### config.mk
export PLATFORM = sky130hd
export DESIGN_NAME = tun_sqrt_cell
export DESIGN_NICKNAME = d
export VERILOG_FILES = /design/src/hdl/tun_pkg.sv /design/src/hdl/tun_sqrt_cell.sv
export SDC_FILE = /design/constraint.sdc
export NUM_CORES = 1
export LEC_CHECK = 0
export BUFFER_PORTS_ARGS = -buffer_cell sky130_fd_sc_hd__buf_2
export CORE_AREA = 4 4 295 297
export CTS_BUF_LIST = sky130_fd_sc_hd__clkbuf_8 sky130_fd_sc_hd__clkbuf_16
export CTS_CLUSTER_SIZE = 24
export DETAILED_ROUTE_END_ITERATION = 10
export DIE_AREA = 0 0 299 301
export GPL_ROUTABILITY_DRIVEN = 1
export PLACE_DENSITY = 0.5
export RECOVER_POWER = 25
export SYNTH_ARGS = -nofsm -noshare
export SYNTH_HDL_FRONTEND = slang
export SYNTH_SLANG_ARGS = --single-unit
### constraint.sdc
create_clock -name i_clk -period 4.4 [get_ports i_clk]
set_input_delay 0.66 -clock i_clk [delete_from_list [all_inputs] [get_ports i_clk]]
set_output_delay 0.66 -clock i_clk [all_outputs]
set_load 0.1 [all_outputs]
### src/hdl/tun_pkg.sv
// Shared widths, cell word type and helpers for the triangle unit normal block.
// Used by every module under hdl; no other dependencies.
package tun_pkg;
    localparam int COORD_WIDTH = 32;
    localparam int FRAC_BITS   = 16;
    localparam int OUT_W       = 32;
    localparam int OUT_FRAC    = 30;
    localparam int DIFF_W      = COORD_WIDTH + 1;
    localparam int MAG_W       = 2 * DIFF_W;
    localparam int SQ_W        = 2 * MAG_W;
    localparam int SUM_W       = SQ_W + 2;
    localparam int NUM_W       = SQ_W + 2 * OUT_FRAC;
    localparam int Q_W         = 2 * OUT_FRAC + 2;
    localparam int DIV_CELLS   = Q_W;
    localparam int R_W         = OUT_FRAC + 1;
    localparam int SQRT_CELLS  = Q_W / 2;

    // Word handed along the divide chain: one lane per component.
    typedef struct packed {
        logic                 vld;
        logic                 degen;
        logic [2:0]           neg;
        logic [SUM_W-1:0]     den;
        logic [2:0][NUM_W-1:0] num;
        logic [2:0][SUM_W:0]  rem;
        logic [2:0][Q_W-1:0]  quo;
    } t_div_word;

    // Word handed along the square root chain.
    typedef struct packed {
        logic                 vld;
        logic                 degen;
        logic [2:0]           neg;
        logic [2:0][Q_W-1:0]  rad;
        logic [2:0][R_W+1:0]  rem;
        logic [2:0][R_W-1:0]  root;
    } t_sqrt_word;
endpackage

### src/hdl/tun_sqrt_cell.sv
// One digit-by-digit square root step per lane: two radicand bits in, one root bit out.
// Depends on tun_pkg.
module tun_sqrt_cell (
    input  logic                i_clk,
    input  logic                i_rst_n,
    input  tun_pkg::t_sqrt_word i_word,
    output tun_pkg::t_sqrt_word o_word
);
    import tun_pkg::*;

    t_sqrt_word r_word;
    t_sqrt_word n_word;

    always_comb begin
        logic [R_W+3:0] trial;
        logic [R_W+3:0] cur;
        n_word = i_word;
        for (int l = 0; l < 3; l++) begin
            cur   = {i_word.rem[l], i_word.rad[l][Q_W-1:Q_W-2]};
            trial = {1'b0, i_word.root[l], 2'b01};
            n_word.rad[l] = {i_word.rad[l][Q_W-3:0], 2'b00};
            if (cur >= trial) begin
                cur = cur - trial;
                n_word.root[l] = {i_word.root[l][R_W-2:0], 1'b1};
            end else begin
                n_word.root[l] = {i_word.root[l][R_W-2:0], 1'b0};
            end
            n_word.rem[l] = cur[R_W+1:0];
        end
    end

    always_ff @(posedge i_clk) begin
        r_word <= n_word;
        if (!i_rst_n) begin
            r_word.vld <= 1'b0;
        end
    end

    assign o_word = r_word;
endmodule

; Yosys cells after proc, flatten, opt, wreduce, memory -nomap -nowiden
; Index checks and enable logic that the tools add are counted.
[word_totals]
ff_bits = 377
inputBits = 385
output_inout_bits = 383
wordCells = 24
[classes]
n_addsub = 3
order_cmp = 3
muxes = 6
[ops]
columns = cell, n
row1 = $ge 35x33->1, 3
row2 = $mux 33, 3
row3 = $sub 33x33->33, 3
row4 = $mux 1, 3

; Longest topological paths before layout
; Gate-level depths: netlist of run 1.
[depth]
depth_word = 2
ltp_mapped = 14
depth_no_buf = 11

; Worst setup path before layout of run 1
; No wires, ideal clock.
[synth_path]
path_type = input -> register
from = input i_word[68] (netlist name)
to = register r_word, in the netlist o_word[185]
setup_ps = 121
arrival_ps = 2832
t_required_ps = 4279
path_slack_ps = 1447
cell_stages = 12
cell_sequence = inv_1 > ha_1 > clkbuf_1 > a21o_1 > a31o_2 > nor4_2 > nor3_1 > nor2_1 > nand2_1 > a21oi_4 > buf_4 > mux2_2
[synth_rtl]
columns = item, line
row1 = from (decl), tun_sqrt_cell.sv:6  ; input tun_pkg::t_sqrt_word i_word,
row2 = to (signal assigned), tun_sqrt_cell.sv:33  ; r_word <= n_word;
row3 = to (decl), tun_sqrt_cell.sv:11  ; t_sqrt_word r_word;

==> metrics.txt, run 1 <==
initial antenna violation count=18; Post-synth top cells=377 x dfxtp_1, 129 x inv_1, 99 x ha_1; row count=107; final wirelength=64500 um; Worst Path Arrival=3.78 ns; total number of vias=13400; GPL Wtd Cong=0.831; Reg clk slew, reported paths=0.06 ns; setup ws final=1.08 ns; placed inst area=20100 sq um; # port buffers=around 760; DIE HEIGHT=about 300 um; Slew Limit Fails=0; status=completed; Slew @ Worst Pin=0.723 ns; routed len/inst=19.0 um; vias in the first global route=13700; first-pass GRT wire length=90500 um; largest net degree at the start of global routing=35; Die W=299 um; synthesized flop and latch total=377; DR iter-0 viols=555; Sink Count=between 300 and 400; total CTS buffers=47; Gate Count Post-Synth=between 1000 and 1500; die area=around 90000 sq um; layout cells sized above 1=a little over two fifths; most numerous cell in the Yosys netlist=dfxtp_1; Final Hold Slack=0.157 ns; Top Ports=768; TNS Setup=0 ns; critical path class=input pin to flop; global router's overall resource usage=a little over an eighth; Post-CTS Resized=0; maxcap violations=0; clock tree buffer depth=3; pwr dens=563 nW/um^2; Final nets=2704; fin crit period=3.32 ns; Post-synth top flop=dfxtp_1; CP endpoint kind=flop; CTS tree=yes; top routing layer in use=met5; post-CTS setup buffers=0; YS warnings=0; CP Launch Type=input pin; RSZ-0062 raised after global routing=no; Max Freq=between 300 and 400 MHz; Initial Util=about 18%; met2 wire length=31800 um; CP max FO=15; Final Hold Fails=0; Seq/Total Area, Yosys=50.2%; Post-synth EDFFs=0; Final Cycle Share=about three quarters; WP data required=around 5 ns; flip-flop and latch area=7550 sq um; WL met3=around 6200 um; Hold Path Class=input pin to flop; post-synth top area cell=dfxtp_1; slew margin rel.=between 50 and 60%; Post-DRT Antenna Nets=0; Met1 Wirelength=24400 um; H-Tree Depth=2; Tot Pwr=12.2 mW; Syn Area/Cell=10.4 sq um; Syn Std Cell Area=15000 sq um; DR vias/cell=3.94; Netlist cell types=between 90 and 100; max FFs per register=377; Place WS=approximately 0.46 ns; cell area after layout=21700 sq um; peak supply drop=385 uV; DRC violations left=0; Yosys top cell area share=50.2%; total core area=about 85000 sq um; drt pass-1 iters=5; multi-input combinational cell area=6730 sq um; Async S/R FF share, synth=0%; top cells by area, synth=dfxtp_1 50%, ha_1 8.2%, inv_1 3.2%; post-DP HPWL=54400 um; Final setup viols=0; hold buffer count at cts=0; leak pwr=10.6 nW; total gr overflow=0; Fill cells=about 9200; clock root cell=clkbuf_16; Layout area overhead=44.6%
cell usage in the layout (no fill, tap or decap), types with 6 or more instances in the layout:
cell	netlist	final
dfxtp_1	377	377
a21o_1	43	43
conb_1	1	6
o31ai_1	7	7
clkbuf_16	0	47
buf_4	11	9
clkbuf_8	0	10
and3_1	14	14
mux2_4	26	26
nor2b_1	12	12
nand2_1	72	72
nor3_1	26	26
mux2_1	8	8
buf_2	8	752
a211oi_1	16	16
or3_1	8	8
o21a_1	17	17
and2_1	10	10
nand4_1	24	24
a31oi_1	11	11
ha_1	99	99
clkbuf_1	20	9
inv_1	129	135
xor2_1	24	24
clkinv_2	0	6
nand2b_1	9	9
mux2_2	30	30
nor2_1	75	75
a21oi_1	85	85
o21bai_1	11	11
o21ai_0	44	44
xnor2_1	51	51
a211o_1	6	6
nor2_2	10	10
a21oi_2	14	14
nand3_1	18	18
where the power goes:
group          switching (mW)  internal [mW]  total, mW  leakage, nW
logic                    3.49          0.890       4.38         6.64
clock network            1.62           2.38       4.00        0.819
registers              0.0975           3.76       3.85         3.18
total                    5.21           7.02       12.2         10.6
path summary, 6_finish.rpt:
kind | startpoint | end | slack [ns] | cells past startpoint
min | i_word[365] | o_word[367] | 0.16 | 1
max | i_word[30] | o_word[98] | 1.08 | 12
metrics by stage:
step                instances  util [%]
floorplan                1445         -
global placement         3315      23.8
detailed placement       3315      23.8
CTS                      3400      25.7
global route             3401      25.7
finish                   3405      25.7
logic make-up (layout without fill, tap and decap cells):
group / count (synthesis) / count (layout) / share of synthesized area (%)
simple gates: 306 / 306 / 10.2
compound gates: 338 / 338 / 16.1
buf+inv: 176 / 987 / 5.11
xor+xnor: 75 / 75 / 4.37
other cells: 1 / 11 / 0.0249
fa+ha+maj: 99 / 99 / 8.24
flops: 377 / 377 / 50.2
mux: 68 / 68 / 5.71
layout make-up:
class	count	share of cell area, %
timing repair buffer	772	18.0
sequential	377	34.7
clock buffer	57	6.04
clock inverter	28	1.40
inverter	130	2.24
multi-input combinational	892	31.0
tap	1144	6.59
antenna	5	0.0576
worst max-delay path, cell delays in order:
cell and delay, ns:
buf_2 0.08, inv_1 0.03, ha_1 0.33, nor3b_1 0.62, nand4_1 0.17, nor3_1 0.34
nand4_1 0.18, nand2_1 0.13, a31oi_1 0.06, nand2_2 0.44, buf_4 0.38, mux2_4 0.33
routing by layer:
layer,GRT usage (%),up-vias
li1,-,6613
met1,14.5,6150
met2,24.0,536
met3,5.63,101
met4,4.65,18
met5,0,-
Note: power is estimated with default switching activity, not from simulation.
==> run 2, diff against run 1 <==
--- a/config.mk
+++ b/config.mk
@@ -6,11 +6,11 @@
 export NUM_CORES = 1
 export LEC_CHECK = 0
 export BUFFER_PORTS_ARGS = -buffer_cell sky130_fd_sc_hd__buf_2
-export CORE_AREA = 4 4 295 297
+export CORE_AREA = 4 4 296 298
 export CTS_BUF_LIST = sky130_fd_sc_hd__clkbuf_8 sky130_fd_sc_hd__clkbuf_16
 export CTS_CLUSTER_SIZE = 24
 export DETAILED_ROUTE_END_ITERATION = 10
-export DIE_AREA = 0 0 299 301
+export DIE_AREA = 0 0 300 302
 export GPL_ROUTABILITY_DRIVEN = 1
 export PLACE_DENSITY = 0.5
 export RECOVER_POWER = 25
==> constraint.sdc (replaced) <==
create_clock -name i_clk -period 3.1 [get_ports i_clk]
set_input_delay 0.465 -clock i_clk [delete_from_list [all_inputs] [get_ports i_clk]]
set_output_delay 0.465 -clock i_clk [all_outputs]
set_load 0.1 [all_outputs]
==> run 2 against run 1 <==
Effect of this change: core utilization is 4.4 points higher; largest cell class is now non-clock buffers; sequential power is 42% higher; sequential share of layout area is 5.1 points lower; combinational power is 54% higher; count of clock-buffer cells in the layout is 3 lower; sequential cell count stayed put; worst setup slack worse by 1.0 ns; die area is 0.67% higher; design area is 17% higher; final cell count is 12% higher.
==> metrics.txt, run 2 (synthesis gave the netlist of run 1 again) <==
status=completed; maxcap violations=0; clock root cell=clkbuf_16; layout cells sized above 1=between 40% and 50%; Final Cycle Share=a little over nine tenths; final core utilization=30.0%; Reg clk slew, reported paths=0.06 ns; vias in the first global route=15900; Post-DRT Antenna Nets=0; commonest non-fill, non-tap cell in the layout=buf_2; H-Tree Depth=2; Int Power=roughly 11 mW; fin crit period=3.03 ns; pwr dens=710 nW/um^2; GPL Wtd Cong=0.862; leak pwr=12.4 nW; DR vias/cell=around 4.0; CP endpoint kind=flop; Fill cells=about 9000; Die W=around 300 um; total gr overflow=0; Layout area overhead=69.6%; RSZ-0062 raised after global routing=yes; Hold Path Class=input pin to flop; placed cells=3448; Worst Path Arrival=3.51 ns; sw frac=41.5%; Hold Crit Depth=3; global router's overall resource usage=between 10% and 20%; Slew @ Worst Pin=0.782 ns; total number of vias=15000; CTS tree=yes; slew margin rel.=48.2%; drt pass-1 iters=5; # port buffers=around 760; largest net degree at the start of global routing=33; Max Freq=330 MHz; Final setup viols=0; initial antenna violation count=20; clock tree buffer depth=3; die area=90600 sq um; CP Launch Type=input pin; Slew Limit Fails=0; Comb pwr share=37.2%; DIE HEIGHT=302 um; Initial Util=17.7%; DR iter-0 viols=538; final wirelength=slightly below 70000 um; routed len/inst=18.1 um; DRC violations left=0; row count=107; first-pass GRT wire length=98800 um; WP data required=around 3.6 ns; max FFs per register=377; clock power share=about 33%; Finished Layout Cells=3807; total CTS buffers=46; P_sw=7.52 mW; critical path class=input pin to flop; most frequent cells in the layout=734 x buf_2, 377 x dfxtp_1, 261 x dlygate4sd3_1, 137 x inv_1, 132 x buf_4; Sink Count=377; total core area=approximately 85000 sq um; Sequential Power Share=a little under a third; post-DP HPWL=55600 um; CP max FO=6; Final nets=3100; Top Ports=768; Final Hold Fails=0; peak supply drop=~600 uV
## run 2: worst max-delay path, stage by stage
cell and delay [ns]:
dlygate4sd3_1 0.53, clkbuf_1 0.12, inv_1 0.06, ha_1 0.38
and3_1 0.22, nor2b_1 0.17, o22ai_2 0.21, a21oi_2 0.13
or4b_4 0.56, a31oi_1 0.19, buf_4 0.15, xnor2_1 0.07
mux2_4 0.25
## run 2: path summary, 6_finish.rpt
check	from	endpoint	slack, ns
max	i_word[8]	o_word[117]	0.07
min	i_word[149]	o_word[151]	0.09
## run 2: layout make-up
type	count	area [sq um]	area share, %
multi-input cells	892	6790	26.6
diodes	9	22.5	0.0883
flip-flops and latches	377	7550	29.6
well taps	1144	1430	5.61
inverters	130	488	1.91
clock buffers	54	1260	4.95
repair buffers	1169	7560	29.6
clock inverters	32	398	1.56
## run 2: per-layer routing
metal | global-route usage (%) | up-vias | routed length [um]
li1 | - | 7417 | -
met1 | 15.6 | 6905 | 26000
met2 | 25.7 | 593 | 33900
met3 | 5.66 | 113 | 6680
met4 | 5.13 | 16 | 2330
met5 | 0 | - | 109
## run 2: timing repair
action / in CTS / in global routing
setup buffers: 0 / 2
setup endpoints to repair: 0 / 68
endpoints found under the hold margin: 261 / 0
hold buffers: 261 / 0
resized for setup: 0 / 14
## run 2: power by group through the flow
stage               Sequential (mW)  Combinational [mW]  Clock (mW)
global placement               5.58                6.49           0
finish                         5.47                6.74        5.89
CTS                            5.47                6.77        6.11
global route                   5.51                7.06        6.30
floorplan                      9.08                1.41           0
detailed placement             5.57                6.48           0
## run 2: through the flow
step	power (mW)	setup slack [ns]	setup TNS (ns)	cell area (sq um)	hold WS, ns
after floorplan	10.5	0.342	0	15000	0.493
after global placement	12.1	-0.0521	-0.264	21200	0.567
after detailed placement	12.0	-0.105	-2.12	21200	0.569
after CTS	18.4	0.0224	0	25400	0.00261
after global routing	18.9	-0.0117	-0.0301	25500	0.0582
final	18.1	0.0718	0	25500	0.0920
==> run 3, diff against run 2 <==
--- a/config.mk
+++ b/config.mk
@@ -6,11 +6,11 @@
 export NUM_CORES = 1
 export LEC_CHECK = 0
 export BUFFER_PORTS_ARGS = -buffer_cell sky130_fd_sc_hd__buf_2
-export CORE_AREA = 4 4 296 298
+export CORE_AREA = 4 4 295 297
 export CTS_BUF_LIST = sky130_fd_sc_hd__clkbuf_8 sky130_fd_sc_hd__clkbuf_16
 export CTS_CLUSTER_SIZE = 24
 export DETAILED_ROUTE_END_ITERATION = 10
-export DIE_AREA = 0 0 300 302
+export DIE_AREA = 0 0 299 301
 export GPL_ROUTABILITY_DRIVEN = 1
 export PLACE_DENSITY = 0.5
 export RECOVER_POWER = 25
==> constraint.sdc (replaced) <==
create_clock -name i_clk -period 3.7 [get_ports i_clk]
set_input_delay 0.555 -clock i_clk [delete_from_list [all_inputs] [get_ports i_clk]]
set_output_delay 0.555 -clock i_clk [all_outputs]
set_load 0.1 [all_outputs]
==> run 3 against run 2 <==
Effect of this change: non-clock buffer count decreased by 213; design area decreased by 7.7%; total power decreased by 17%; hold slack got worse by 0.034 ns; final cell count decreased by 5.8%; combinational power decreased by 20%; critical path depth unchanged.
==> metrics.txt, run 3 (synthesis gave the netlist of run 1 again) <==
status=completed; commonest non-fill, non-tap cell in the layout=buf_2; H-Tree Depth=2; DRC violations left=0; crit-path cells=dlygate4sd3_1 -> buf_2 -> inv_1 -> ha_1 -> nand3_1 -> a211oi_1 -> nor4_2 -> nor4_1 -> nor3_1 -> buf_4 -> o311ai_1 -> xor2_1 -> mux2_1; Worst Setup SP=i_word[69]; # port buffers=761; Final nets=2889; Final Hold Slack=about 0.058 ns; total CTS buffers=48; final wirelength=approximately 67000 um; critical path class=input pin to flop; layout cells sized above 1=a little over a third; vias in the first global route=14700; Slew @ Worst Pin=approximately 0.68 ns; WP buf/inv=4; CTS tree=yes; initial antenna violation count=17; Final setup viols=0; slowest CP cell=dlygate4sd3_1; Tot Pwr=approximately 15 mW; Worst Path Arrival=3.61 ns; routed len/inst=18.8 um; Final Hold Fails=0; TNS Setup=0 ns; Post-DRT Antenna Nets=0; total core area=84600 sq um; DR iter-0 viols=between 600 and 700; CP top delay family=buffers and inverters; placed cells=3326; Layout area overhead=56.6%; slew margin rel.=a little under three fifths; Reg clk slew, reported paths=0.06 ns; Die W=299 um; Initial Util=around 18%; DR vias/cell=between 3 and 4; post-DP HPWL=54800 um; GPL Wtd Cong=0.848; first-pass GRT wire length=95300 um; most frequent cells in the layout=678 x buf_2, 377 x dfxtp_1, 173 x dlygate4sd3_1, 133 x inv_1, 99 x ha_1; DIE HEIGHT=around 300 um; largest net degree at the start of global routing=35; global router's overall resource usage=between 10% and 20%; Sink Count=377; Slew Limit Fails=0; max FFs per register=377; Post-CTS Resized=0; row count=107; maxcap violations=0; total gr overflow=0; CP Launch Type=input pin; WP data required=approximately 4.2 ns; crit-path max cell delay=about 0.52 ns; drt pass-1 iters=5; Max Freq=322 MHz; CP max FO=8; leak pwr=11.2 nW; crit path to=o_word[188]; Top Ports=768; clock root cell=clkbuf_16; final core utilization=27.8%; fin crit period=3.11 ns; pwr dens=636 nW/um^2; Hold Path Class=input pin to flop; clock tree buffer depth=3; Fill cells=9074; total number of vias=~14000; RSZ-0062 raised after global routing=no; Final Cycle Share=between 80 and 90%; peak supply drop=336 uV; CP endpoint kind=flop; critical path depth in cells=13; Finished Layout Cells=3587; die area=around 90000 sq um
[run 3: changes by cell type in the layout (fill, tap and decap cells not counted), moves of 3 or more]
cell           previous run  this run
buf_4                   132        19
dlygate4sd3_1           261       173
buf_2                   734       678
clkbuf_1                 34        83
inv_1                   137       133
buf_12                    6         3
inv_6                     6         3
[run 3: worst min path at each step]
| stage | from | end | slack [ns] | cells after the start |
|---|---|---|---|---|
| 5_1_grt | i_word[297] | o_word[299] | 0.02 | 1 |
| 6_report | i_word[297] | o_word[299] | 0.06 | 1 |
| 4_1_cts | i_word[60] | o_word[61] | 0.0001 | 1 |
| 3_3_place_gp | i_word[255] | o_word[257] | 0.66 | 1 |
| 3_5_place_dp | i_word[348] | o_word[350] | 0.66 | 1 |
| 2_1_floorplan | i_word[9] | o_word[10] | 0.58 | 0 |
[run 3: stage by stage]
step	setup slack, ns	cell area (sq um)
2_1_floorplan	0.852	15000
3_3_place_gp	0.374	20200
3_5_place_dp	0.339	20200
4_1_cts	0.652	23600
5_1_grt	0.425	23500
6_report	0.591	23500
[run 3: what timing repair did]
item | CTS | global route
buffers inserted | 0 | 0
hold endpoints to repair | 173 | 0
hold buffers | 173 | 0
[run 3: report_power, final]
group          switching (mW)  total [mW]  internal (mW)
combinational            4.18        5.36           1.18
clock                    1.95        5.00           3.05
sequential              0.126        4.59           4.47
total                    6.25        15.0           8.70
[run 3: final cells by class]
| type | instances | area [sq um] | area share (%) |
|---|---|---|---|
| multi-input combinational | 892 | 6730 | 28.6 |
| clock inverter | 27 | 390 | 1.66 |
| tap | 1144 | 1430 | 6.08 |
| sequential | 377 | 7550 | 32.1 |
| antenna | 7 | 17.5 | 0.0744 |
| clock buffer | 54 | 1280 | 5.46 |
| timing repair buffer | 956 | 5640 | 24.0 |
| inverter | 130 | 488 | 2.07 |
[run 3: per-layer routing]
metal	vias to the layer above	share of wire, %	GRT usage [%]
li1	6962	-	-
met2	553	49	25.3
met5	-	0.15	0
met3	112	9.6	5.68
met1	6557	38	15.1
met4	16	3.3	5.04
